[src/nps_pkg.sv]
package nps_pkg;

    localparam int COORD_BITS    = 16;
    localparam int VEL_BITS      = 16;
    localparam int HALF_BITS     = 15;
    localparam int RANGE_BITS    = 16;
    localparam int CFG_DATA_BITS = 16;
    localparam int CFG_IDX_BITS  = 2;
    localparam int CORDIC_STEPS  = 26;
    localparam int Z_BITS        = 32;
    // Vector width inside the rotation cells: room for the CORDIC gain.
    localparam int CW            = COORD_BITS + 3;
    localparam int HW            = VEL_BITS + 3;
    localparam int SQ_W          = 2 * COORD_BITS;

    localparam logic [Z_BITS-1:0] Z_HALF_TURN = 32'h8000_0000;

    // atan(2^-i) in units of 2^32 per turn
    localparam logic [Z_BITS-1:0] ATAN_TAB [CORDIC_STEPS] = '{
        32'h20000000, 32'h12E4051D, 32'h09FB385B, 32'h051111D4, 32'h028B0D43,
        32'h0145D7E1, 32'h00A2F61E, 32'h00517C55, 32'h0028BE53, 32'h00145F2E,
        32'h000A2F98, 32'h000517CC, 32'h00028BE6, 32'h000145F3, 32'h0000A2F9,
        32'h0000517C, 32'h000028BE, 32'h0000145F, 32'h00000A2F, 32'h00000517,
        32'h0000028B, 32'h00000145, 32'h000000A2, 32'h00000051, 32'h00000028,
        32'h00000014
    };

    typedef enum logic [CFG_IDX_BITS-1:0] {
        REG_VEL_X      = 2'd0,
        REG_VEL_Y      = 2'd1,
        REG_HALF_ANGLE = 2'd2,
        REG_MAX_RANGE  = 2'd3
    } cfg_reg_e;

    typedef struct packed {
        logic signed [COORD_BITS-1:0] point_x;
        logic signed [COORD_BITS-1:0] point_y;
        logic                         point_valid;
        logic                         last_point;
    } point_t;

    typedef struct packed {
        logic signed [COORD_BITS-1:0] near_x;
        logic signed [COORD_BITS-1:0] near_y;
        logic                         found;
    } result_t;

    // Point data that rides alongside the rotation cells
    typedef struct packed {
        logic signed [COORD_BITS-1:0] point_x;
        logic signed [COORD_BITS-1:0] point_y;
        logic                         point_valid;
        logic                         last_point;
        logic                         bear_zero;
        logic                         head_zero;
        logic [SQ_W-1:0]              sq_x;
        logic [SQ_W-1:0]              sq_y;
    } side_t;

    // What leaves the end of the cell row
    typedef struct packed {
        logic              valid;
        side_t             side;
        logic [Z_BITS-1:0] bear_z;
        logic [Z_BITS-1:0] head_z;
    } tail_t;

endpackage

[src/nps_tracker.sv]
module nps_tracker import nps_pkg::*; #(
    parameter int ANGLE_BITS = 16
) (
    input  logic                  aclk,
    input  logic                  aresetn,
    input  logic                  en,
    input  tail_t                 tail_i,
    input  logic [RANGE_BITS-1:0] max_range,
    input  logic [HALF_BITS-1:0]  half_angle,
    output logic                  res_valid,
    output result_t               res
);

    localparam int CMP_W  = (ANGLE_BITS > HALF_BITS) ? ANGLE_BITS : HALF_BITS;
    localparam int BEST_W = (SQ_W > 2 * RANGE_BITS) ? SQ_W : 2 * RANGE_BITS;
    localparam logic [Z_BITS-1:0] Z_ROUND = Z_BITS'(1) << (Z_BITS - 1 - ANGLE_BITS);

    logic [ANGLE_BITS-1:0] bear_ang, head_ang, diff, mag;
    logic [Z_BITS-1:0]     bear_zr, head_zr;
    logic                  in_sec;

    logic                         post_valid_reg;
    logic                         post_in_sec_reg;
    logic                         post_last_reg;
    logic [SQ_W-1:0]              post_dsq_reg;
    logic signed [COORD_BITS-1:0] post_x_reg, post_y_reg;
    logic [2*RANGE_BITS-1:0]      max_sq_reg;

    logic                         frame_open_reg, frame_open_next;
    logic                         best_found_reg, best_found_next;
    logic [BEST_W-1:0]            best_dist_reg, best_dist_next;
    logic signed [COORD_BITS-1:0] best_x_reg, best_x_next;
    logic signed [COORD_BITS-1:0] best_y_reg, best_y_next;
    logic [BEST_W-1:0]            cur_dist;
    logic                         cur_found;
    logic signed [COORD_BITS-1:0] cur_x, cur_y;
    logic                         take;

    // Round the turn fraction to the nearest step of the angle resolution.
    always_comb begin
        bear_zr  = tail_i.bear_z + Z_ROUND;
        head_zr  = tail_i.head_z + Z_ROUND;
        bear_ang = tail_i.side.bear_zero ? '0 : bear_zr[Z_BITS-1 -: ANGLE_BITS];
        head_ang = tail_i.side.head_zero ? '0 : head_zr[Z_BITS-1 -: ANGLE_BITS];
        diff     = bear_ang - head_ang;
        mag      = diff[ANGLE_BITS-1] ? (~diff + 1'b1) : diff;
        in_sec   = tail_i.side.point_valid && (CMP_W'(mag) < CMP_W'(half_angle));
    end

    always_ff @(posedge aclk) begin
        max_sq_reg <= (2*RANGE_BITS)'(max_range) * (2*RANGE_BITS)'(max_range);
        if (en) begin
            post_in_sec_reg <= in_sec;
            post_last_reg   <= tail_i.side.last_point;
            post_dsq_reg    <= tail_i.side.sq_x + tail_i.side.sq_y;
            post_x_reg      <= tail_i.side.point_x;
            post_y_reg      <= tail_i.side.point_y;
        end
    end

    always_ff @(posedge aclk) begin
        if (!aresetn) begin
            post_valid_reg <= 1'b0;
        end else if (en) begin
            post_valid_reg <= tail_i.valid;
        end
    end

    // Frame start loads the range limit in place of the held best.
    always_comb begin
        cur_dist  = frame_open_reg ? best_dist_reg : BEST_W'(max_sq_reg);
        cur_found = frame_open_reg && best_found_reg;
        cur_x     = frame_open_reg ? best_x_reg : '0;
        cur_y     = frame_open_reg ? best_y_reg : '0;
        take      = post_in_sec_reg && (BEST_W'(post_dsq_reg) < cur_dist);

        best_dist_next  = take ? BEST_W'(post_dsq_reg) : cur_dist;
        best_found_next = take || cur_found;
        best_x_next     = take ? post_x_reg : cur_x;
        best_y_next     = take ? post_y_reg : cur_y;
        frame_open_next = !post_last_reg;

        res_valid    = en && post_valid_reg && post_last_reg;
        res.found    = best_found_next;
        res.near_x   = best_found_next ? best_x_next : '0;
        res.near_y   = best_found_next ? best_y_next : '0;
    end

    always_ff @(posedge aclk) begin
        if (en && post_valid_reg) begin
            best_dist_reg  <= best_dist_next;
            best_found_reg <= best_found_next;
            best_x_reg     <= best_x_next;
            best_y_reg     <= best_y_next;
        end
    end

    always_ff @(posedge aclk) begin
        if (!aresetn) begin
            frame_open_reg <= 1'b0;
        end else if (en && post_valid_reg) begin
            frame_open_reg <= frame_open_next;
        end
    end

endmodule

[config.mk]
export PLATFORM = sky130hd
export DESIGN_NAME = nps_tracker
export DESIGN_NICKNAME = d
export VERILOG_FILES = /design/src/nps_pkg.sv /design/src/nps_tracker.sv
export SDC_FILE = /design/constraint.sdc
export NUM_CORES = 1
export LEC_CHECK = 0
export BUFFER_PORTS_ARGS = -buffer_cell sky130_fd_sc_hd__buf_2
export CORE_AREA = 2 2 183 185
export CTS_CLUSTER_SIZE = 20
export DETAILED_ROUTE_END_ITERATION = 7
export DIE_AREA = 0 0 185 187
export GPL_TIMING_DRIVEN = 0
export PLACE_DENSITY = 0.83
export SYNTH_ARGS = -nofsm -noshare
export SYNTH_HDL_FRONTEND = slang
export SYNTH_SLANG_ARGS = --single-unit
export TNS_END_PERCENT = 1
[constraint.sdc]
create_clock -name aclk -period 6.61 [get_ports aclk]
set_input_delay 0.9915 -clock aclk [delete_from_list [all_inputs] [get_ports aclk]]
set_output_delay 0.9915 -clock aclk [all_outputs]
set_load 0.02 [all_outputs]
==> results of run 1 <==
repair_timing:
| item | in CTS | in global routing |
|---|---|---|
| pin swaps | 10 | 19 |
| hold buffers | 0 | 0 |
| buffers inserted | 9 | 3 |
| resized for setup | 27 | 72 |
| endpoints found under the setup margin | 12 | 9 |
synthesized netlist by cell type (3+ instances only):
library cell / n
edfxtp_1: 131
or2_2: 8
a211o_1: 3
nand2b_1: 28
ha_1: 196
dfxtp_1: 33
a31oi_1: 9
a21oi_1: 80
mux2i_1: 34
inv_1: 286
and2_1: 45
or3_1: 9
nor2_1: 93
nor2b_1: 14
o2111ai_1: 3
o41a_1: 3
a21boi_0: 3
and3_1: 9
buf_2: 11
nand4_1: 15
nor3b_1: 3
fa_1: 164
a211oi_1: 13
nor4_1: 5
buf_1: 3
o31ai_1: 4
nand2_1: 163
o21bai_1: 8
o31a_1: 3
a2111oi_0: 3
a21o_1: 26
a22o_1: 62
o21ai_0: 79
nand3_1: 31
xor2_1: 40
clkbuf_1: 37
nor3_1: 19
o211ai_1: 3
o21a_1: 24
a221oi_1: 3
xnor2_1: 66
tightest hold or removal path: cells and delay by family, from the launching register on:
kind | cells | cell delay, ns
mux | 1 | 0.12
flops | 1 | 0.32
simple gates | 1 | 0.06
cells by family after synthesis:
logic type,Yosys count,share of synthesized area (%)
XOR/XNOR,107,5.42
buffers and inverters,338,7.38
adder cells (fa/ha/maj),360,32.9
AO/OA/AOI/OAI,349,13.5
AND/OR/NAND/NOR,452,12.5
flip-flops,164,26.4
multiplexers,35,2.02
metrics by stage:
step	worst slack, ns	hold WS (ns)	total power (W)	setup TNS [ns]	instance area (µm²)
after floorplan	0.00895	0.488	0.00633	0	17500
after global placement	-0.911	0.512	0.00759	-8.66	19000
after detailed placement	-1.09	0.529	0.00782	-10.16	19000
after CTS	0.00126	0.538	0.00893	0	19800
after global routing	-0.00985	0.583	0.0101	-0.00985	19900
final	0.248	0.540	0.00916	0	19900
final timing paths:
| kind | start | end | slack, ns |
|---|---|---|---|
| setup / recovery | max_range[5] | max_sq_reg[30] | 0.25 |
| hold / removal | post_valid_reg | post_valid_reg | 0.54 |
| setup reg to reg | frame_open_reg | best_dist_reg[25] | 1.90 |
| hold reg to reg | post_valid_reg | post_valid_reg | 0.54 |
layout make-up:
cell class              instances  area (µm²)  area share (%)
inverters                     286        1080            5.41
repair buffers                213        1140            5.73
well taps                     448         561            2.81
multi-input cells            1303       11700            58.6
plain buffers                  47         280            1.41
flip-flops and latches        164        4590            23.1
clock buffers                  28         572            2.87
clock inverters                 4        28.8           0.144
per-layer routing:
layer,vias up,wire length (µm),track usage [%]
met5,-,24,0
met4,4,1150,7.94
met3,102,2070,3.37
met2,458,21300,43.9
met1,6760,16200,29.1
li1,6569,-,-
where the power goes:
| group | internal, W | switching, W | leakage [nW] | total (W) |
|---|---|---|---|---|
| clock | 0.000593 | 0.000391 | 0.292 | 0.000984 |
| combinational | 0.00285 | 0.00380 | 7.57 | 0.00665 |
| sequential | 0.00145 | 0.0000768 | 1.53 | 0.00153 |
==> impl_metrics.csv, run 1 <==
group,metric,value,unit
timing,hold_violations,0,
drt,first_iter_violations,788,
synthesis,synth_cell_types,68,
outcome,status,"finished, final reports clean",
synthesis,ys_warn_count,0,
power,ir_drop,0.631,mV
worst_setup_path,crit_cells,23,
drt,viasPerCell,5.57,
worst_setup_path,critPathCaptureType,"flip-flop",
synthesis,synth-edff-count,131,
clock_network,cts.sinks,164,
global_routing,grt_max_degree,70,
worst_setup_path,crit_chain,"buf_2 > clkbuf_4 > nand2_1 > fa_2 > inv_1 > fa_1 > ha_2 > fa_1 > fa_1 > inv_1 > fa_1 > inv_1 > ha_1 > buf_4 > nand4_1 > nor4b_2 > a311oi_2 > a221o_1 > a311oi_2 > nor4_1 > o21bai_1 > a21oi_1 > xnor2_1",
timing,timing.final.max_slew_violations,0,
finish,final_util,60.6,%
global_routing,grt_usage,24.1,%
worst_setup_path,critPathMaxStageDelay,0.54,ns
job,cap_violations,0,
worst_setup_path,worst-r2r-cell-count,14,
drt,drtAntennaViolNets,0,
drt,vias,13900,
synthesis,netlist_area,17400,µm²
global_routing,grt_overflow_total,0,
synthesis,synth_seq_cells,164,
synthesis,ys_async_sr_fraction,0,%
global_routing,grt_pass1_wl,67.9,mm
timing,period_needed,6.36,ns
die,floorplan.core_area,32900,µm²
timing,setup_viol,0,
finish,area_growth,14.3,%
die,die_height,187,µm
drt,dr.pass1.iters,5,
synthesis,synth-main-ff-cell,"edfxtp_1",
die,pin_count,233,
drt,drt_wl_total,40.7,mm
global_routing,antenna_found_initial,2,
worst_setup_path,critPathBufInv,6,
finish,mostFrequentLayoutCells,"inv_1 (280), buf_2 (202), ha_1 (191)",
clock_network,cts_tree,"yes",
die,fp-row-count,67,
timing,worstMarginPinSlew,0.926,ns
finish,antenna_cells,0,
clock_network,cts_htree_levels,4,
die,die_w,185,µm
worst_hold_path,min_path_cells,2,
worst_setup_path,cp_max_fo,10,
synthesis,synth_area_leaders,"edfxtp_1 (23%), fa_1 (19%), ha_1 (14%)",
worst_setup_path,slowest_stage,"fa_2",
worst_setup_path,cpMostUsedCell,"fa_1",
finish,layoutNonFillerInstCount,2493,
timing,slew_headroom,38.3,%
clock_network,clock_path_buffers,2,
timing,skew,0.00772,ns
synthesis,syn-num-nets,2364,
synthesis,yosys.area.top_type,"edfxtp_1",
worst_setup_path,critical_path_class,"input pin to flip-flop",
synthesis,syn-instance-count,1805,
placement,dp.cells,2454,
synthesis,avgSynthCellArea,9.66,µm²
finish,fin_nets,2591,
finish,final_common_cell,"inv_1",
power,pwr_density_cell,460,nW/µm²
power,cellLeakagePower,9.39,nW
clock_network,cts_made_buffers,17,
placement,dp_hpwl,32.1,mm
worst_setup_path,cp.arrival,6.71,ns
clock_network,clk_latency,0.43,ns
drt,drc,0,
finish,drive_gt1_share,15.6,%
die,die-area,34600,µm²
clock_network,clk_pin_slew_worst_paths,0.06,ns
die,start_util,53.1,%
synthesis,yosysTopAreaCellShare,22.6,%
worst_hold_path,hp-class,"flip-flop to flip-flop",
placement,routabilityCongestion,0.933,
worst_setup_path,required,6.96,ns
worst_setup_path,cp-start-kind,"input pin",
finish,fillCellCount,2686,
timing,fmax,157,MHz
drt,wl_per_cell,16.3,µm
worst_setup_path,crit_family,"adder cells",
global_routing,grt_pass1_vias,14600,
clock_network,cts-root-buf,"clkbuf_16",
timing,post-route-period-util,96.2,%
placement,port_buffers,201,
synthesis,yosysSeqAreaShare,26.4,%
Power figures use the tool's default switching activity.
==> inputs of run 2 (changes only) <==
- REMOVE_ABC_BUFFERS: unset -> 1
==> run 2 against run 1 <==
Sequential share of layout area barely moved; combinational power fell by 2%; non-clock buffer count fell by 34; critical path type unchanged; largest cell class unchanged; largest power group unchanged.
==> impl_metrics.csv, run 2 (same netlist as run 1, synthesis figures left out) <==
group,metric,value,unit
placement,dp_hpwl,31.4,mm
timing,setup_viol,0,
worst_hold_path,hp-start,"post_valid_reg",
power,total_power,0.00904,W
placement,routabilityCongestion,0.923,
timing,slew_headroom,49.7,%
worst_setup_path,cp_max_fo,8,
timing,fin_setup_tns,0,ns
clock_network,cts_made_buffers,17,
worst_setup_path,required,6.93,ns
global_routing,grt_usage,24.1,%
placement,place_area,19000,µm²
die,pin_count,233,
worst_setup_path,rrSetupSlack,2.41,ns
timing,skew,0.00990,ns
worst_setup_path,r2r-end,"best_x_reg[6]",
drt,drtAntennaViolNets,0,
clock_network,cts.sinks,164,
clock_network,clock_path_buffers,2,
clock_network,cts_hold_buffers,0,
clock_network,cts-root-buf,"clkbuf_16",
worst_setup_path,cp-start-kind,"input pin",
timing,timing.final.max_slew_violations,0,
worst_hold_path,hold_path_end,"post_valid_reg",
die,floorplan.core_area,32900,µm²
global_routing,grt_max_degree,67,
die,fp-row-count,67,
global_routing,grt_overflow_total,0,
worst_setup_path,cp.arrival,6.74,ns
clock_network,cts_tree,"yes",
drt,drt_wl_total,40.8,mm
timing,post-route-period-util,97.1,%
global_routing,grt_pass1_vias,14500,
clock_network,clk_latency,0.43,ns
worst_setup_path,critPathCaptureType,"flip-flop",
die,die_w,185,µm
finish,finalInstanceArea,19900,µm²
timing,rsz0062_at_grt,"yes",
worst_hold_path,min_path_cells,2,
worst_setup_path,critical_path_class,"input pin to flip-flop",
drt,drc,0,
clock_network,clk_pin_slew_worst_paths,0.07,ns
placement,port_buffers,202,
finish,final_common_cell,"inv_1",
global_routing,grt_pass1_wl,67.2,mm
drt,dr.pass1.iters,5,
finish,area_growth,14.4,%
worst_setup_path,timing.rr.start,"frame_open_reg",
die,die-area,34600,µm²
drt,vias,13800,
die,start_util,53.1,%
worst_hold_path,hp-class,"flip-flop to flip-flop",
power,ir_drop,0.624,mV
job,cap_violations,0,
finish,fin_nets,2557,
outcome,status,"finished, final reports clean",
finish,drive_gt1_share,15.6,%
global_routing,antenna_found_initial,2,
timing,period_needed,6.42,ns
power,cellLeakagePower,9.37,nW
die,die_height,187,µm
drt,first_iter_violations,870,
timing,hold_violations,0,
clock_network,cts_htree_levels,4,
power,pwr_density_cell,453,nW/µm²
drt,wl_per_cell,16.6,µm
timing,worstMarginPinSlew,0.748,ns
finish,mostFrequentLayoutCells,"inv_1 (278), ha_1 (193), buf_2 (188)",
worst_setup_path,worst-r2r-cell-count,15,
timing,fmax,156,MHz
drt,viasPerCell,5.61,
[run 2: cell types whose count changed in the layout (fill, tap and decap cells not counted), sizes merged, moves of 3 or more]
cell	delta
clkbuf	-30
buf	-15
inv	+6
clkinvlp	+3
[run 2: worst max-delay path by stage]
stage | start | end | slack (ns) | depth (start not counted)
global placement | frame_open_reg | res[10] | -8.14 | 12
detailed placement | max_range[3] | max_sq_reg[30] | -0.84 | 25
global route | max_range[10] | max_sq_reg[30] | -0.03 | 24
finish | max_range[10] | max_sq_reg[30] | 0.19 | 24
floorplan | frame_open_reg | res[10] | -3.36 | 11
CTS | max_range[3] | max_sq_reg[28] | 0.01 | 25
[run 2: per-layer routing]
layer | track usage, % | up-vias | routed length [µm]
li1 | - | 6510 | -
met4 | 7.20 | 2 | 742
met1 | 30.0 | 6786 | 17000
met3 | 3.97 | 69 | 2250
met2 | 42.6 | 445 | 20800
met5 | 0 | - | 12
[run 2: critical path: stages]
cell and delay, ns:
buf_12 0.11, and2_4 0.16, fa_1 0.52, inv_2 0.04, fa_1 0.51, inv_1 0.05
fa_1 0.50, inv_2 0.04, fa_1 0.49, inv_2 0.04, fa_1 0.52, inv_2 0.04
fa_1 0.53, inv_2 0.05, ha_4 0.27, nand4_1 0.15, nor4b_2 0.29, a311oi_2 0.09
a221o_1 0.45, a311oi_2 0.34, nor4_1 0.11, o21bai_1 0.21, a21oi_2 0.09, xnor2_1 0.13
[run 2: stage by stage]
step | utilization, % | instances | worst slack [ns] | hold WS [ns]
2_1_floorplan | - | 1753 | -3.36 | 0.488
3_3_place_gp | 57.2 | 2403 | -8.14 | 0.511
3_5_place_dp | 57.8 | 2411 | -0.844 | 0.544
4_1_cts | 59.9 | 2446 | 0.0117 | 0.555
5_1_grt | 60.7 | 2460 | -0.0308 | 0.568
6_report | 60.7 | 2460 | 0.189 | 0.564
[run 2: final cells by class]
| type | instances | area, µm² |
|---|---|---|
| fill | 2707 | 12900 |
| antenna | 1 | 2.50 |
| sequential | 164 | 4600 |
| multi-input combinational | 1303 | 11600 |
| inverter | 286 | 1080 |
| timing repair buffer | 226 | 1460 |
| clock inverter | 15 | 161 |
| tap | 448 | 561 |
| clock buffer | 17 | 425 |
[run 2: power breakdown]
part | leakage, nW | internal, W | switching (W)
Sequential | 1.53 | 0.00145 | 0.0000671
Clock | 0.281 | 0.000537 | 0.000456
Combinational | 7.56 | 0.00278 | 0.00375
[run 2: timing repair]
item	in CTS	in global routing
pin swaps	5	17
cloned	0	1
endpoints found under the setup margin	4	7
gates resized for setup	19	45
buffers inserted	3	11
==> inputs of run 3 (changes only) <==
- CORE_AREA: 2 2 183 185 -> 2 2 174 176
- DIE_AREA: 0 0 185 187 -> 0 0 176 178
- PLACE_DENSITY: 0.83 -> 0.87
- clock period: 6.61 -> 6.4 ns (I/O delays scaled with it)
==> run 3 against run 2 <==
Highest routed layer is now met4; largest cell class unchanged; global-route usage grew 2.8 points; die area shrank 9.4%; sequential power increased by 3%.
==> impl_metrics.csv, run 3 (same netlist as run 1, synthesis figures left out) <==
group,metric,value,unit
outcome,status,"finished, final reports clean",
die,pin_count,233,
timing,timing.final.max_slew_violations,0,
power,p_int,0.00494,W
timing,period_needed,6.34,ns
drt,first_iter_violations,929,
finish,drive_gt1_share,15.3,%
global_routing,grt_pass1_wl,67.5,mm
worst_setup_path,critical_path_class,"input pin to flip-flop",
worst_setup_path,required,6.77,ns
drt,wl_per_cell,17.1,µm
power,p_comb_share,72.2,%
finish,final_common_cell,"inv_1",
finish,area_growth,13.6,%
worst_setup_path,critPathCaptureType,"flip-flop",
drt,drc,0,
power,pwr_density_cell,470,nW/µm²
global_routing,antenna_found_initial,1,
timing,setup_viol,0,
die,die-area,31300,µm²
drt,drtAntennaViolNets,0,
finish,final_util,67.4,%
drt,viasPerCell,5.81,
clock_network,cts_htree_levels,4,
worst_setup_path,cpMostUsedCell,"fa_1",
finish,fin_nets,2554,
power,ir_drop,0.675,mV
die,die_height,178,µm
drt,vias,14000,
worst_setup_path,cp.arrival,6.71,ns
global_routing,grt_max_degree,70,
clock_network,cts_tree,"yes",
worst_setup_path,critPathMaxStageDelay,0.55,ns
power,clkPwrFrac,10.9,%
die,fp-row-count,63,
timing,slew_headroom,23.3,%
worst_setup_path,crit_chain,"buf_16 > and2_4 > fa_1 > inv_2 > fa_1 > inv_1 > fa_1 > inv_2 > fa_1 > inv_2 > fa_1 > inv_2 > fa_1 > inv_2 > ha_4 > a21oi_1 > o21ai_0 > a311oi_2 > a221o_1 > a311oi_2 > nor4_2 > o21bai_1 > a21oi_1 > xnor2_1",
placement,dp.cells,2352,
power,netSwitchingFraction,47.0,%
global_routing,grt_usage,26.8,%
die,start_util,59.3,%
placement,port_buffers,202,
global_routing,grt_pass1_vias,14800,
clock_network,clk_latency,0.44,ns
die,floorplan.core_area,29400,µm²
timing,skew,0.0130,ns
global_routing,grt_overflow_total,0,
power,seqPwrFrac,16.8,%
job,cap_violations,0,
worst_setup_path,slowest_stage,"fa_1",
drt,dr.pass1.iters,5,
finish,mostFrequentLayoutCells,"inv_1 (280), ha_1 (193), buf_2 (188)",
worst_setup_path,critPathBufInv,7,
clock_network,clk_pin_slew_worst_paths,0.07,ns
clock_network,cts_made_buffers,17,
timing,rsz0062_at_grt,"yes",
placement,dp_hpwl,31.8,mm
clock_network,clock_path_buffers,2,
timing,fmax,158,MHz
timing,worstMarginPinSlew,1.14,ns
finish,layoutNonFillerInstCount,2404,
die,die_w,176,µm
power,switchingPower,0.00438,W
drt,drt_wl_total,41.1,mm
clock_network,cts-root-buf,"clkbuf_16",
timing,post-route-period-util,99.1,%
clock_network,cts.sinks,164,
worst_hold_path,hp-class,"flip-flop to flip-flop",
timing,hold_violations,0,
worst_setup_path,crit_family,"adder cells",
worst_setup_path,cp_max_fo,10,
placement,routabilityCongestion,0.915,
power,cellLeakagePower,9.35,nW
worst_setup_path,cp-start-kind,"input pin",
-- run 3: cell types whose count changed in the layout (fill, tap and decap cells not counted), moves of 3 or more --
| cell | change |
|---|---|
| buf_16 | -3 |
| inv_4 | +4 |
| diode_2 | +5 |
| inv_8 | -4 |
| buf_8 | +3 |
| clkinvlp_4 | -3 |
-- run 3: worst reg2reg max path, stage by stage (launching register included) --
cell and delay (ns):
dfxtp_2 0.50, buf_12 0.26, mux2i_1 0.32, ha_1 0.18, o21a_1 0.12, o21a_1 0.09
o21ai_0 0.07, a2111oi_0 0.38, o21ai_0 0.12, a21oi_1 0.37, o21ai_4 0.19, buf_12 0.21
buf_12 0.19, nor2_2 0.39, buf_8 0.26, a22o_1 0.17
-- run 3: final cells by class --
cell class,count,area [µm²]
clock buffer,21,472
sequential,164,4600
multi-input combinational,1303,11700
tap,390,488
inverter,286,1080
fill,2168,9590
timing repair buffer,223,1390
clock inverter,11,109
antenna,6,15.0
-- run 3: per-layer routing --
metal | global-route usage, % | part of all wire (%) | vias up
li1 | - | - | 6510
met1 | 32.6 | 40 | 6838
met2 | 48.0 | 52 | 538
met3 | 4.77 | 6.3 | 90
met4 | 9.71 | 2.1 | 0
met5 | 0 | 0 | -
-- run 3: worst paths after layout --
path | slack, ns | start | endpoint | cells after the start
worst max-delay path | 0.06 | max_range[1] | max_sq_reg[30] | 24
worst min-delay path | 0.55 | post_valid_reg | post_valid_reg | 2
worst max register to register | 2.44 | frame_open_reg | best_x_reg[13] | 15
worst min register to register | 0.55 | post_valid_reg | post_valid_reg | 2
-- run 3: timing repair --
action                                  4_1_cts  5_1_grt
hold buffers                                  0        0
gates resized for setup                      28       28
endpoints found under the setup margin        7        8
buffers inserted                              4        8
pin swaps                                    10       17
gates cloned                                  0        2
-- run 3: through the flow --
step                      total power, W  hold WS (ns)  setup slack, ns  setup TNS, ns  cell area (µm²)
after floorplan                  0.00645         0.488            -3.54        -229.64            17200
after global placement           0.00769         0.514            -7.97        -597.58            18700
after detailed placement         0.00794         0.532            -1.04          -7.28            18900
after CTS                        0.00916         0.546          0.00614              0            19600
after global routing              0.0103         0.585           -0.134         -0.371            19800
final                            0.00932         0.549           0.0578              0            19800
-- run 3: power groups by stage --
stage | sequential (W) | clock [W] | combinational, W
finish | 0.00157 | 0.00102 | 0.00673
global route | 0.00158 | 0.00106 | 0.00766
CTS | 0.00157 | 0.00103 | 0.00656
detailed placement | 0.00159 | 0 | 0.00636
global placement | 0.00159 | 0 | 0.00610
floorplan | 0.00156 | 0 | 0.00489
