`src/nps_pkg.sv`:
```
package nps_pkg;

    localparam int COORD_BITS    = 16;
    localparam int VEL_BITS      = 16;
    localparam int HALF_BITS     = 15;
    localparam int RANGE_BITS    = 16;
    localparam int CFG_DATA_BITS = 16;
    localparam int CFG_IDX_BITS  = 2;
    localparam int CORDIC_STEPS  = 26;
    localparam int Z_BITS        = 32;
    // Vector width inside the rotation cells: room for the CORDIC gain.
    localparam int CW            = COORD_BITS + 3;
    localparam int HW            = VEL_BITS + 3;
    localparam int SQ_W          = 2 * COORD_BITS;

    localparam logic [Z_BITS-1:0] Z_HALF_TURN = 32'h8000_0000;

    // atan(2^-i) in units of 2^32 per turn
    localparam logic [Z_BITS-1:0] ATAN_TAB [CORDIC_STEPS] = '{
        32'h20000000, 32'h12E4051D, 32'h09FB385B, 32'h051111D4, 32'h028B0D43,
        32'h0145D7E1, 32'h00A2F61E, 32'h00517C55, 32'h0028BE53, 32'h00145F2E,
        32'h000A2F98, 32'h000517CC, 32'h00028BE6, 32'h000145F3, 32'h0000A2F9,
        32'h0000517C, 32'h000028BE, 32'h0000145F, 32'h00000A2F, 32'h00000517,
        32'h0000028B, 32'h00000145, 32'h000000A2, 32'h00000051, 32'h00000028,
        32'h00000014
    };

    typedef enum logic [CFG_IDX_BITS-1:0] {
        REG_VEL_X      = 2'd0,
        REG_VEL_Y      = 2'd1,
        REG_HALF_ANGLE = 2'd2,
        REG_MAX_RANGE  = 2'd3
    } cfg_reg_e;

    typedef struct packed {
        logic signed [COORD_BITS-1:0] point_x;
        logic signed [COORD_BITS-1:0] point_y;
        logic                         point_valid;
        logic                         last_point;
    } point_t;

    typedef struct packed {
        logic signed [COORD_BITS-1:0] near_x;
        logic signed [COORD_BITS-1:0] near_y;
        logic                         found;
    } result_t;

    // Point data that rides alongside the rotation cells
    typedef struct packed {
        logic signed [COORD_BITS-1:0] point_x;
        logic signed [COORD_BITS-1:0] point_y;
        logic                         point_valid;
        logic                         last_point;
        logic                         bear_zero;
        logic                         head_zero;
        logic [SQ_W-1:0]              sq_x;
        logic [SQ_W-1:0]              sq_y;
    } side_t;

    // What leaves the end of the cell row
    typedef struct packed {
        logic              valid;
        side_t             side;
        logic [Z_BITS-1:0] bear_z;
        logic [Z_BITS-1:0] head_z;
    } tail_t;

endpackage

```
`src/nps_cordic_cell.sv`:
```
module nps_cordic_cell import nps_pkg::*; #(
    parameter int W    = 19,
    parameter int STEP = 0
) (
    input  logic                aclk,
    input  logic                en,
    input  logic signed [W-1:0] u_i,
    input  logic signed [W-1:0] v_i,
    input  logic [Z_BITS-1:0]   z_i,
    output logic signed [W-1:0] u_o,
    output logic signed [W-1:0] v_o,
    output logic [Z_BITS-1:0]   z_o
);

    logic signed [W-1:0] u_reg, u_next;
    logic signed [W-1:0] v_reg, v_next;
    logic [Z_BITS-1:0]   z_reg, z_next;
    logic signed [W-1:0] u_sh, v_sh;

    always_comb begin
        u_sh = u_i >>> STEP;
        v_sh = v_i >>> STEP;
        // rotate toward the x axis
        if (!v_i[W-1]) begin
            u_next = u_i + v_sh;
            v_next = v_i - u_sh;
            z_next = z_i + ATAN_TAB[STEP];
        end else begin
            u_next = u_i - v_sh;
            v_next = v_i + u_sh;
            z_next = z_i - ATAN_TAB[STEP];
        end
    end

    always_ff @(posedge aclk) begin
        if (en) begin
            u_reg <= u_next;
            v_reg <= v_next;
            z_reg <= z_next;
        end
    end

    assign u_o = u_reg;
    assign v_o = v_reg;
    assign z_o = z_reg;

endmodule

```
`config.mk`:
```
export PLATFORM = sky130hd
export DESIGN_NAME = nps_cordic_cell
export DESIGN_NICKNAME = d
export VERILOG_FILES = /design/src/nps_pkg.sv /design/src/nps_cordic_cell.sv
export SDC_FILE = /design/constraint.sdc
export NUM_CORES = 1
export LEC_CHECK = 0
export ABC_CLOCK_PERIOD_IN_PS = 2550
export BUFFER_PORTS_ARGS = -buffer_cell sky130_fd_sc_hd__buf_4
export CAP_MARGIN = 5
export CORE_MARGIN = 4
export CORE_UTILIZATION = 48
export CTS_CLUSTER_SIZE = 20
export DETAILED_ROUTE_END_ITERATION = 12
export PLACE_DENSITY_LB_ADDON = 0.1
export RECOVER_POWER = 50
export SETUP_SLACK_MARGIN = 0.5
export SYNTH_ARGS = -nofsm -noshare
export SYNTH_HDL_FRONTEND = slang
export SYNTH_SLANG_ARGS = --single-unit
```
`constraint.sdc`:
```
create_clock -name aclk -period 2.55 [get_ports aclk]
set_clock_uncertainty 0.1 [all_clocks]
set_input_delay 0.6375 -clock aclk [delete_from_list [all_inputs] [get_ports aclk]]
set_output_delay 0.6375 -clock aclk [all_outputs]
set_load 0.01 [all_outputs]
```
==> results of run 1 <==
-- repair_timing --
action	in CTS	in global routing
endpoints found under the setup margin	30	30
setup buffers	10	6
gates resized for setup	81	39
pin swaps	51	41
gates cloned	0	0
hold buffers	0	0
-- cell type report --
class / count / share of cell area
Timing Repair Buffer: 274 / 0.268
Multi-Input combinational cell: 345 / 0.405
Sequential cell: 69 / 0.255
Tap cell: 136 / 0.0209
Clock inverter: 5 / 0.00354
Clock buffer: 10 / 0.0157
Inverter: 61 / 0.0329
-- registers in the layout (all words and copies together), names as in the netlist --
signal	flops
v_o	19
u_o	18
z_o	32
-- worst max-delay path by stage --
| stage | start | endpoint | slack (ns) | depth (start not counted) |
|---|---|---|---|---|
| 2_1_floorplan | u_i[11] | u_o[15] | -0.13 | 9 |
| 3_3_place_gp | u_i[0] | v_o[18] | -0.43 | 10 |
| 3_5_place_dp | u_i[4] | u_o[18] | -0.56 | 11 |
| 4_1_cts | v_i[0] | u_o[18] | -0.11 | 10 |
| 5_1_grt | u_i[1] | v_o[10] | -0.18 | 11 |
| 6_report | v_i[0] | u_o[18] | -0.12 | 11 |
-- cells by family (layout without fill, tap and decap cells) --
| family | after synthesis | count (layout) |
|---|---|---|
| buf+inv | 79 | 350 |
| mux | 16 | 16 |
| xor+xnor | 37 | 37 |
| compound gates | 138 | 138 |
| fa+ha+maj | 58 | 58 |
| flops | 69 | 69 |
| simple gates | 96 | 96 |
-- power by group through the flow --
stage / Clock (mW) / Combinational (mW) / Sequential, mW
after global routing: 0.801 / 1.81 / 1.50
after detailed placement: 0 / 1.46 / 1.52
final: 0.728 / 1.69 / 1.49
after global placement: 0 / 1.43 / 1.51
after floorplan: 0 / 0.639 / 1.58
after CTS: 0.748 / 1.60 / 1.49
-- placed cells by master (no fill, tap or decap), types with 15 or more instances in the layout --
master / n
sky130_fd_sc_hd__buf_4: 213
sky130_fd_sc_hd__edfxtp_1: 69
sky130_fd_sc_hd__inv_1: 42
sky130_fd_sc_hd__ha_1: 38
sky130_fd_sc_hd__xnor2_1: 30
sky130_fd_sc_hd__clkbuf_4: 30
sky130_fd_sc_hd__a21oi_1: 28
sky130_fd_sc_hd__buf_6: 22
sky130_fd_sc_hd__nor2_1: 21
sky130_fd_sc_hd__o21ai_0: 19
sky130_fd_sc_hd__nand2_1: 17
sky130_fd_sc_hd__a21oi_2: 15
sky130_fd_sc_hd__ha_4: 15
-- stage by stage --
stage	hold WS (ns)	setup slack, ns	utilization	cell area, um^2	total power [mW]
final	0.399	-0.119	0.792	8140	3.91
after global routing	0.380	-0.179	0.792	8140	4.11
after CTS	0.359	-0.112	0.771	7930	3.84
after detailed placement	0.717	-0.560	0.713	7330	2.98
after global placement	0.717	-0.427	0.713	7330	2.94
after floorplan	0.636	-0.130	-	5330	2.22
-- routing by layer --
layer / wire length (um) / track usage / up-vias
met2: 8250 / 0.449 / 224
met1: 6990 / 0.352 / 2291
met4: 327 / 0.0772 / 0
met5: 0 / 0 / -
met3: 980 / 0.0378 / 28
li1: - / - / 2299
==> impl_summary.log, run 1 <==
[metrics] pin count of the biggest net entering global routing: 35
[metrics] peak supply drop: around 270 uV
[metrics] CTS sink count: 69
[metrics] Routed Wire Length: 16600 um
[metrics] number of nets in the final layout: 890
[metrics] wire length of the first global-routing pass: ~26000 um
[metrics] initial DRC count: about 260
[metrics] sequential share of the synthesized area: 0.411
[metrics] cell with the most instances after synthesis: sky130_fd_sc_hd__edfxtp_1
[metrics] number of antenna violations at the first check in global routing: 0
[metrics] total of max-cap violations: 0
[metrics] synthesized instance count: 493
[metrics] maximum net fanout on the critical path: 5
[metrics] Inst Count DP: 869
[metrics] Inserted Diodes: 0
[metrics] number of synthesized register bits: 69
[metrics] Die X-Extent: 110 um
[metrics] Power Internal: 2.64 mW
[metrics] xor and xnor area share after synthesis: 0.0643
[metrics] detailed-routing iteration count for the pre-antenna-repair pass: 5
[metrics] net switching power: 1.28 mW
[metrics] # H-tree levels: 3
[metrics] static leakage power: 3.63 nW
[metrics] worst slew margin relative to its limit: 0.447
[metrics] mean instance size in the synthesized netlist: roughly 10 um^2
[metrics] vias post-DR: 4842
[metrics] share of the synthesized area in compound gates (AO/OA/AOI/OAI): 0.181
[metrics] Tightest Pin Transition: 0.830 ns
[metrics] worst min path class: in -> reg
[metrics] most used standard cells in the synthesized netlist: 69 x sky130_fd_sc_hd__edfxtp_1, 54 x sky130_fd_sc_hd__ha_1, 53 x sky130_fd_sc_hd__inv_1, 44 x sky130_fd_sc_hd__a21oi_1, 33 x sky130_fd_sc_hd__xnor2_1
[metrics] standard-cell row count: 37
[metrics] adder-cell area share of the yosys netlist: 0.150
[metrics] number of pins with negative max-slew slack in the final report: 0
[metrics] Ports: 142
[metrics] final period utilization: 1.05
[metrics] share of synthesized registers carrying an async set or reset: 0
[metrics] crit-path leading delay family: compound AO/OA/AOI/OAI gates
[metrics] Hold Crit Endpoint: z_o[3]
[metrics] HPWL after detailed placement: 12900 um
[metrics] Clk network pwr share: 0.186
[metrics] post-synth top area share: 0.411
[metrics] Syn-to-layout area delta: 61.4%
[metrics] CTS tree: built
[metrics] setup repair after global routing missed its margin: true
[metrics] failing checks: negative setup slack
[metrics] crit path cell chain: buf_8, clkbuf_1, ha_4, fa_2, nor2b_2, o211ai_1, nand2_1, a31oi_4, o41ai_4, xnor2_1, mux2i_1
[metrics] Cell Count, Final, Fillers Out: 900
[metrics] Die Footprint: 12200 um^2
[metrics] core footprint: 10300 um^2
[metrics] Crit path largest cell delay: 0.36 ns
[metrics] Pwr per Cell Area: 481 nW/um^2
[metrics] required time of the critical path: around 2.5 ns
[metrics] slowest library cell on the worst path: sky130_fd_sc_hd__fa_2
[metrics] kind of capture point of the worst setup path: flop
[metrics] top cells by area, synth: sky130_fd_sc_hd__edfxtp_1 41%, sky130_fd_sc_hd__ha_1 13%, sky130_fd_sc_hd__xnor2_1 5.7%, sky130_fd_sc_hd__a21oi_1 4.4%, sky130_fd_sc_hd__inv_1 3.9%
[metrics] arrival time of data at the critical path endpoint: 2.64 ns
[metrics] number of buffers added on ports: 141
[metrics] maximum frequency from static timing analysis: 0.375 GHz
[metrics] total CTS buffers: 9
[metrics] largest family of logic cells by synthesized area: compound AO/OA/AOI/OAI gates
[metrics] number of flops mapped to enable cells by yosys: 69
[metrics] Residual DRC: 0
[metrics] area share of and/or/nand/nor cells after synthesis: 0.0995
[metrics] filler instances: 683
[metrics] PnR worst setup slack: -0.119 ns
[metrics] register cell area after layout: approximately 2100 um^2
[metrics] overall routing resource usage: 0.265
[metrics] net switching share of the total power: 0.326
[metrics] routability cong.: 0.952
[metrics] routed wire length per instance: 18.4 um
[metrics] Root Driver: sky130_fd_sc_hd__clkbuf_8
[metrics] via density per instance: 5.38
[metrics] startpoint of the lowest-slack hold path: z_i[3]
[metrics] nature of the critical path startpoint: input pin
[metrics] maximum clock insertion buffer count: 2
[metrics] area of the multi-input gates: 3290 um^2
[metrics] portion of netlist area occupied by mux cells: 0.0320
[metrics] y dimension of the die: 110 um
[metrics] count of final hold-check violations: 0
[metrics] sequential group share of total power: 0.381
[metrics] synthesis warning total: 0
[metrics] sum of negative setup slack: -0.581 ns
[metrics] portion of total power attributed to combinational logic: 0.433
[metrics] DRT antenna net count: 0
[metrics] buffering stage count on the worst path with inverters included: 2
[metrics] final setup violating endpoints: 9
[metrics] Congestion Overflow GR: 0
[metrics] cell type with the highest aggregate area in the netlist: sky130_fd_sc_hd__edfxtp_1
[metrics] Cell variety after synth: 61
[metrics] result of the run: finished with violations
[metrics] clock-pin slew reported for the worst setup and hold paths after clock tree synthesis: 0.07 ns
[metrics] WS Path Type: in -> reg
[metrics] synthesized cell area: 5040 um^2
[metrics] via count of the first global-routing pass: 4926
[metrics] fraction of layout instances using a drive strength above 1: 0.522
[metrics] Worst Hold Path Cells: 1
[metrics] commonest register cell after synthesis: sky130_fd_sc_hd__edfxtp_1
[metrics] final period demand of the worst path: between 2 and 3 ns
[metrics] initial cell density of the core: 0.491
[metrics] syn_nets: around 620
Power figures use the tool's default switching activity.
==> run 2, diff against run 1 <==
--- a/config.mk
+++ b/config.mk
@@ -5,11 +5,11 @@
 export SDC_FILE = /design/constraint.sdc
 export NUM_CORES = 1
 export LEC_CHECK = 0
-export ABC_CLOCK_PERIOD_IN_PS = 2550
+export ABC_CLOCK_PERIOD_IN_PS = 2500
 export BUFFER_PORTS_ARGS = -buffer_cell sky130_fd_sc_hd__buf_4
 export CAP_MARGIN = 5
 export CORE_MARGIN = 4
-export CORE_UTILIZATION = 48
+export CORE_UTILIZATION = 53
 export CTS_CLUSTER_SIZE = 20
 export DETAILED_ROUTE_END_ITERATION = 12
 export PLACE_DENSITY_LB_ADDON = 0.1
==> constraint.sdc (replaced) <==
create_clock -name aclk -period 2.5 [get_ports aclk]
set_clock_uncertainty 0.1 [all_clocks]
set_input_delay 0.625 -clock aclk [delete_from_list [all_inputs] [get_ports aclk]]
set_output_delay 0.625 -clock aclk [all_outputs]
set_load 0.01 [all_outputs]
==> impl_summary.log, run 2 (same netlist as run 1, synthesis figures left out) <==
[metrics] startpoint of the lowest-slack hold path: z_i[10] (was z_i[3])
[metrics] initial DRC count: 602 (was 262)
[metrics] pin count of the biggest net entering global routing: 32 (was 35)
[metrics] count of final hold-check violations: 0 (unchanged)
[metrics] setup repair after global routing missed its margin: true (unchanged)
[metrics] failing checks: max-capacitance violations, max-slew violations, negative setup slack (was negative setup slack)
[metrics] number of buffers added on ports: 141 (unchanged)
[metrics] Pwr per Cell Area: 532 nW/um^2 (was 481 nW/um^2)
[metrics] Cell Count, Final, Fillers Out: 914 (was 900)
[metrics] final period demand of the worst path: 2.72 ns
[metrics] peak supply drop: 342 uV (was 268 uV)
[metrics] Root Driver: sky130_fd_sc_hd__clkbuf_8 (unchanged)
[metrics] WS Path Type: in -> reg (unchanged)
[metrics] final setup violating endpoints: 18 (was 9)
[metrics] core footprint: 9240 um^2 (was 10300 um^2)
[metrics] standard-cell row count: 35 (was 37)
[metrics] Tightest Pin Transition: 1.77 ns (was 0.830 ns)
[metrics] Syn-to-layout area delta: 66.5% (was 61.4%)
[metrics] most common cell after layout, fill and taps aside: sky130_fd_sc_hd__buf_4 (unchanged)
[metrics] maximum net fanout on the critical path: 4 (was 5)
[metrics] net switching share of the total power: 0.338 (was 0.326)
[metrics] Congestion Overflow GR: 0 (unchanged)
[metrics] routability cong.: 0.973 (was 0.952)
[metrics] Clk network pwr share: 0.234 (was 0.186)
[metrics] Hold Crit Endpoint: z_o[10] (was z_o[3])
[metrics] result of the run: finished with violations (unchanged)
[metrics] total of max-cap violations: 1 (was 0)
[metrics] via density per instance: 6.10 (was 5.38)
[metrics] clock-pin slew reported for the worst setup and hold paths after clock tree synthesis: 0.08 ns (was 0.07 ns)
[metrics] Routed Wire Length: 21100 um (was 16600 um)
[metrics] Inserted Diodes: 0 (unchanged)
[metrics] Residual DRC: 0 (unchanged)
[metrics] number of flip-flops under the largest register name: 32 (unchanged)
[metrics] worst slew margin relative to its limit: -0.179 (was 0.447)
[metrics] fraction of layout instances using a drive strength above 1: 0.541 (was 0.522)
[metrics] number of pins with negative max-slew slack in the final report: 32 (was 0)
[metrics] wire length of the first global-routing pass: 30700 um (was 26300 um)
[metrics] static leakage power: 3.75 nW (was 3.63 nW)
[metrics] total CTS buffers: 9 (unchanged)
[metrics] Worst Hold Path Cells: 1 (unchanged)
[metrics] Power Internal: 2.95 mW (was 2.64 mW)
[metrics] overall routing resource usage: 0.357 (was 0.265)
[metrics] arrival time of data at the critical path endpoint: 2.70 ns (was 2.64 ns)
[metrics] HPWL after detailed placement: 13400 um (was 12900 um)
[metrics] worst min path class: in -> reg (unchanged)
[metrics] Ports: 142 (unchanged)
[metrics] nature of the critical path startpoint: input pin (unchanged)
[metrics] most frequent cells in the layout: 227 x sky130_fd_sc_hd__buf_4, 69 x sky130_fd_sc_hd__edfxtp_1, 43 x sky130_fd_sc_hd__inv_1 (was 213 x sky130_fd_sc_hd__buf_4, 69 x sky130_fd_sc_hd__edfxtp_1, 42 x sky130_fd_sc_hd__inv_1)
[metrics] kind of capture point of the worst setup path: flop (unchanged)
[metrics] DRT antenna net count: 0 (unchanged)
[metrics] number of nets in the final layout: 910 (was 890)
[metrics] net switching power: 1.51 mW (was 1.28 mW)
[metrics] detailed-routing iteration count for the pre-antenna-repair pass: 7 (was 5)
[metrics] hold buffers post-CTS: 0 (unchanged)
[metrics] sum of negative setup slack: -1.99 ns (was -0.581 ns)
[metrics] Die Footprint: 11100 um^2 (was 12200 um^2)
[metrics] CTS tree: built (unchanged)
[metrics] final period utilization: 1.09
[metrics] CTS sink count: 69 (unchanged)
[metrics] via count of the first global-routing pass: 5572 (was 4926)
[metrics] portion of total power attributed to combinational logic: 0.422 (was 0.433)
[metrics] required time of the critical path: 2.48 ns (was 2.52 ns)
[metrics] Die X-Extent: 106 um (was 110 um)
[metrics] y dimension of the die: 106 um (was 110 um)
[metrics] routed wire length per instance: 23.1 um (was 18.4 um)
[metrics] Final Total Pwr: 4.46 mW (was 3.91 mW)
[metrics] filler instances: 354 (was 683)
[metrics] maximum clock insertion buffer count: 2 (unchanged)
[metrics] initial cell density of the core: 0.546 (was 0.491)
[metrics] Inst Count DP: 878 (was 869)
[metrics] sequential group share of total power: 0.343 (was 0.381)
[metrics] number of antenna violations at the first check in global routing: 0 (unchanged)
[metrics] maximum frequency from static timing analysis: 0.368 GHz
[metrics] PnR worst setup slack: -0.216 ns (was -0.119 ns)
[metrics] # H-tree levels: 3 (unchanged)
[metrics] vias post-DR: 5579 (was 4842)
-- run 2: cell type report --
class	instances	area [um^2]	share of cell area
timing repair buffer	294	2380	0.283
clock buffer	9	124	0.0148
inverter	61	268	0.0319
clock inverter	7	97.6	0.0116
multi-input combinational	345	3290	0.392
tap	129	161	0.0192
sequential	69	2070	0.247
-- run 2: how the worst max path moves through the flow --
stage,to,slack (ns),start
after CTS,u_o[18],-0.12,u_i[0]
after global routing,v_o[16],-0.27,u_i[1]
final,v_o[18],-0.22,u_i[1]
after floorplan,u_o[15],-0.17,u_i[11]
after global placement,u_o[18],-0.55,u_i[9]
after detailed placement,u_o[18],-0.69,u_i[9]
-- run 2: per-stage QoR --
stage	cell area (um^2)	worst slack [ns]	util	hold WS, ns
2_1_floorplan	5330	-0.168	-	0.624
3_3_place_gp	7450	-0.546	0.806	0.704
3_5_place_dp	7450	-0.693	0.806	0.704
4_1_cts	8150	-0.122	0.882	0.346
5_1_grt	8390	-0.269	0.908	0.355
6_report	8390	-0.216	0.908	0.370
-- run 2: per-layer routing --
layer  share of wire  vias to the layer above  global-route usage  wire length [um]
li1                -                     2337                   -                 -
met1            0.34                     2618               0.405              7200
met2            0.49                      491               0.647             10400
met3            0.10                      133              0.0723              2130
met4           0.065                        0               0.153              1380
met5               0                        -                   0                 0
-- run 2: power groups by stage --
stage          Clock (mW)  Combinational (mW)  Sequential (mW)
2_1_floorplan           0               0.653             1.62
3_3_place_gp            0                1.49             1.54
3_5_place_dp            0                1.54             1.54
4_1_cts              1.01                1.70             1.52
5_1_grt              1.10                1.96             1.54
6_report             1.05                1.89             1.53
-- run 2: critical path: stages --
cell and delay [ns]:
sky130_fd_sc_hd__buf_8 0.11, sky130_fd_sc_hd__buf_6 0.12, sky130_fd_sc_hd__fa_2 0.39, sky130_fd_sc_hd__nor2b_4 0.14, sky130_fd_sc_hd__o211ai_1 0.25, sky130_fd_sc_hd__a21oi_2 0.16
sky130_fd_sc_hd__a211oi_4 0.37, sky130_fd_sc_hd__nor4b_4 0.10, sky130_fd_sc_hd__a311oi_2 0.28, sky130_fd_sc_hd__mux2i_1 0.16
-- run 2: what timing repair did --
action	in CTS	in global routing
endpoints found under the hold margin	0	0
gates cloned	0	0
gates resized for setup	82	46
buffers inserted	17	3
setup endpoints to repair	30	30
pin swaps	42	31
==> run 3, diff against run 2 <==
--- a/config.mk
+++ b/config.mk
@@ -6,15 +6,15 @@
 export NUM_CORES = 1
 export LEC_CHECK = 0
 export ABC_CLOCK_PERIOD_IN_PS = 2500
-export BUFFER_PORTS_ARGS = -buffer_cell sky130_fd_sc_hd__buf_4
+export BUFFER_PORTS_ARGS = -buffer_cell sky130_fd_sc_hd__buf_2
 export CAP_MARGIN = 5
 export CORE_MARGIN = 4
 export CORE_UTILIZATION = 53
 export CTS_CLUSTER_SIZE = 20
 export DETAILED_ROUTE_END_ITERATION = 12
-export PLACE_DENSITY_LB_ADDON = 0.1
+export PLACE_DENSITY = 0.78
 export RECOVER_POWER = 50
-export SETUP_SLACK_MARGIN = 0.5
+export SETUP_SLACK_MARGIN = 0.4
 export SYNTH_ARGS = -nofsm -noshare
 export SYNTH_HDL_FRONTEND = slang
 export SYNTH_SLANG_ARGS = --single-unit
==> impl_summary.log, run 3 (same netlist as run 1, synthesis figures left out) <==
[metrics] pin count of the biggest net entering global routing: 55 (was 32)
[metrics] maximum frequency from static timing analysis: 0.361 GHz (was 0.368 GHz)
[metrics] number of pins with negative max-slew slack in the final report: 0 (was 32)
[metrics] number of antenna violations at the first check in global routing: 0 (unchanged)
[metrics] worst min path class: in -> reg (unchanged)
[metrics] initial cell density of the core: 0.546 (unchanged)
[metrics] final period utilization: 1.11 (was 1.09)
[metrics] sequential group share of total power: 0.371 (was 0.343)
[metrics] vias post-DR: 5164 (was 5579)
[metrics] static leakage power: 3.61 nW (was 3.75 nW)
[metrics] crit path cell chain: buf_8, ha_4, fa_2, nor2b_4, o211ai_1, a21oi_2, a211oi_4, buf_4, a21oi_2, mux2i_1, xnor2_1 (was buf_8, buf_6, fa_2, nor2b_4, o211ai_1, a21oi_2, a211oi_4, nor4b_4, a311oi_2, mux2i_1)
[metrics] number of buffers added on ports: 141 (unchanged)
[metrics] nature of the critical path startpoint: input pin (unchanged)
[metrics] clock-pin slew reported for the worst setup and hold paths after clock tree synthesis: 0.08 ns (about the same)
[metrics] Power Internal: 2.71 mW (was 2.95 mW)
[metrics] routability cong.: 0.951 (was 0.973)
[metrics] maximum net fanout on the critical path: 4 (unchanged)
[metrics] PnR worst setup slack: -0.271 ns (was -0.216 ns)
[metrics] peak supply drop: 264 uV (was 342 uV)
[metrics] via count of the first global-routing pass: 4933 (was 5572)
[metrics] portion of total power attributed to combinational logic: 0.408 (was 0.422)
[metrics] Residual DRC: 0 (unchanged)
[metrics] Tightest Pin Transition: 0.983 ns (was 1.77 ns)
[metrics] Inst Count DP: 866 (was 878)
[metrics] result of the run: finished with violations (unchanged)
[metrics] most frequent cells in the layout: 131 x sky130_fd_sc_hd__buf_4, 128 x sky130_fd_sc_hd__buf_2, 69 x sky130_fd_sc_hd__edfxtp_1 (was 227 x sky130_fd_sc_hd__buf_4, 69 x sky130_fd_sc_hd__edfxtp_1, 43 x sky130_fd_sc_hd__inv_1)
[metrics] count of final hold-check violations: 0 (unchanged)
[metrics] net switching power: 1.35 mW (was 1.51 mW)
[metrics] maximum clock insertion buffer count: 2 (unchanged)
[metrics] fraction of layout instances using a drive strength above 1: 0.517 (was 0.541)
[metrics] final period demand of the worst path: 2.77 ns (was 2.72 ns)
[metrics] initial DRC count: 455 (was 602)
[metrics] final cell utilization of the core: 0.857 (was 0.908)
[metrics] Inserted Diodes: 0 (unchanged)
[metrics] Routed Wire Length: 17500 um (was 21100 um)
[metrics] Setup crit end: v_o[16] (was v_o[18])
[metrics] y dimension of the die: 106 um (unchanged)
[metrics] Congestion Overflow GR: 0 (unchanged)
[metrics] number of flip-flops under the largest register name: 32 (unchanged)
[metrics] Syn-to-layout area delta: 57.0% (was 66.5%)
[metrics] worst slew margin relative to its limit: 0.345 (was -0.179)
[metrics] most frequent cell on the critical path: sky130_fd_sc_hd__a21oi_2
[metrics] detailed-routing iteration count for the pre-antenna-repair pass: 7 (unchanged)
[metrics] final setup violating endpoints: 16 (was 18)
[metrics] Final Total Pwr: 4.06 mW (was 4.46 mW)
[metrics] Ports: 142 (unchanged)
[metrics] total CTS buffers: 9 (unchanged)
[metrics] required time of the critical path: 2.49 ns (was 2.48 ns)
[metrics] standard-cell row count: 35 (unchanged)
[metrics] minimum setup slack after placement: -0.627 ns (was -0.693 ns)
[metrics] area of the multi-input gates: 3170 um^2 (was 3290 um^2)
[metrics] total of max-cap violations: 0 (was 1)
[metrics] Clk network pwr share: 0.221 (was 0.234)
[metrics] net switching share of the total power: 0.332 (was 0.338)
[metrics] # H-tree levels: 3 (unchanged)
[metrics] wire length of the first global-routing pass: 25200 um (was 30700 um)
[metrics] DRT antenna net count: 0 (unchanged)
[metrics] setup repair after global routing missed its margin: true (unchanged)
[metrics] number of nets in the final layout: 909 (was 910)
[metrics] register cell area after layout: 2070 um^2 (unchanged)
[metrics] launch point of the worst path: v_i[0] (was u_i[1])
[metrics] most common cell after layout, fill and taps aside: sky130_fd_sc_hd__buf_4 (unchanged)
[metrics] CTS tree: built (unchanged)
[metrics] HPWL after detailed placement: 12200 um (was 13400 um)
[metrics] core footprint: 9240 um^2 (unchanged)
[metrics] overall routing resource usage: 0.283 (was 0.357)
[metrics] routed wire length per instance: 19.2 um (was 23.1 um)
[metrics] slowest library cell on the worst path: sky130_fd_sc_hd__a211oi_4 (was sky130_fd_sc_hd__fa_2)
[metrics] CTS sink count: 69 (unchanged)
[metrics] WS Path Type: in -> reg (unchanged)
[metrics] Cell Count, Final, Fillers Out: 913 (was 914)
[metrics] Crit path largest cell delay: 0.39 ns (about the same)
[metrics] via density per instance: 5.66 (was 6.10)
[metrics] Root Driver: sky130_fd_sc_hd__clkbuf_8 (unchanged)
[metrics] Die Footprint: 11100 um^2 (unchanged)
[metrics] Die X-Extent: 106 um (unchanged)
[metrics] Pwr per Cell Area: 513 nW/um^2 (was 532 nW/um^2)
[metrics] filler instances: 507 (was 354)
[metrics] arrival time of data at the critical path endpoint: 2.76 ns (was 2.70 ns)
[metrics] kind of capture point of the worst setup path: flop (unchanged)
[metrics] failing checks: negative setup slack (was max-capacitance violations, max-slew violations, negative setup slack)
==> run 3: worst min-delay path by stage <==
| stage | startpoint | to | depth (start not counted) |
|---|---|---|---|
| after floorplan | z_i[0] | z_o[0] | 0 |
| after global placement | z_i[4] | z_o[4] | 1 |
| after detailed placement | z_i[9] | z_o[9] | 1 |
| after CTS | z_i[4] | z_o[4] | 1 |
| after global routing | z_i[17] | z_o[17] | 1 |
| final | z_i[17] | z_o[17] | 1 |
==> run 3: through the flow <==
step	area, um^2	setup TNS [ns]	hold WS [ns]
finish	7920	-2.31	0.357
global route	7920	-3.49	0.344
CTS	7680	-0.298	0.345
detailed placement	7010	-10.43	0.704
global placement	7010	-9.18	0.703
floorplan	5320	-1.13	0.624
==> run 3: layout make-up <==
| class | instances | share of cell area |
|---|---|---|
| clock buffer | 9 | 0.0156 |
| clock inverter | 7 | 0.00822 |
| inverter | 61 | 0.0341 |
| multi-input combinational | 345 | 0.401 |
| sequential | 69 | 0.262 |
| tap | 129 | 0.0204 |
| timing repair buffer | 293 | 0.259 |
==> run 3: per-layer routing <==
layer / track usage / routed length, um / vias to the layer above
met5: 0 / 0 / -
met4: 0.0879 / 523 / 0
met3: 0.0612 / 1640 / 57
met2: 0.484 / 8530 / 313
met1: 0.359 / 6800 / 2461
li1: - / - / 2333
==> run 3: what timing repair did <==
action | in CTS | in global routing
buffers inserted | 22 | 9
endpoints found under the hold margin | 0 | 0
setup endpoints to repair | 29 | 29
pin swaps | 28 | 41
gates resized for setup | 76 | 41
hold buffers | 0 | 0
==> run 3: power groups by stage <==
stage	Sequential, mW	Combinational, mW	Clock, mW
2_1_floorplan	1.62	0.650	0
5_1_grt	1.52	1.76	0.957
3_3_place_gp	1.53	1.35	0
4_1_cts	1.51	1.52	0.900
3_5_place_dp	1.54	1.38	0
6_report	1.51	1.66	0.898
==> run 3: worst max-delay path, delay by kind of cell <==
| kind | cells | cell delay [ns] |
|---|---|---|
| adders and majority gates | 2 | 0.51 |
| AOI/OAI and AO/OA | 4 | 0.89 |
| buffers and inverters | 2 | 0.29 |
| xor gates and xnor gates | 1 | 0.10 |
| and+or+nand+nor | 1 | 0.15 |
| muxes | 1 | 0.19 |
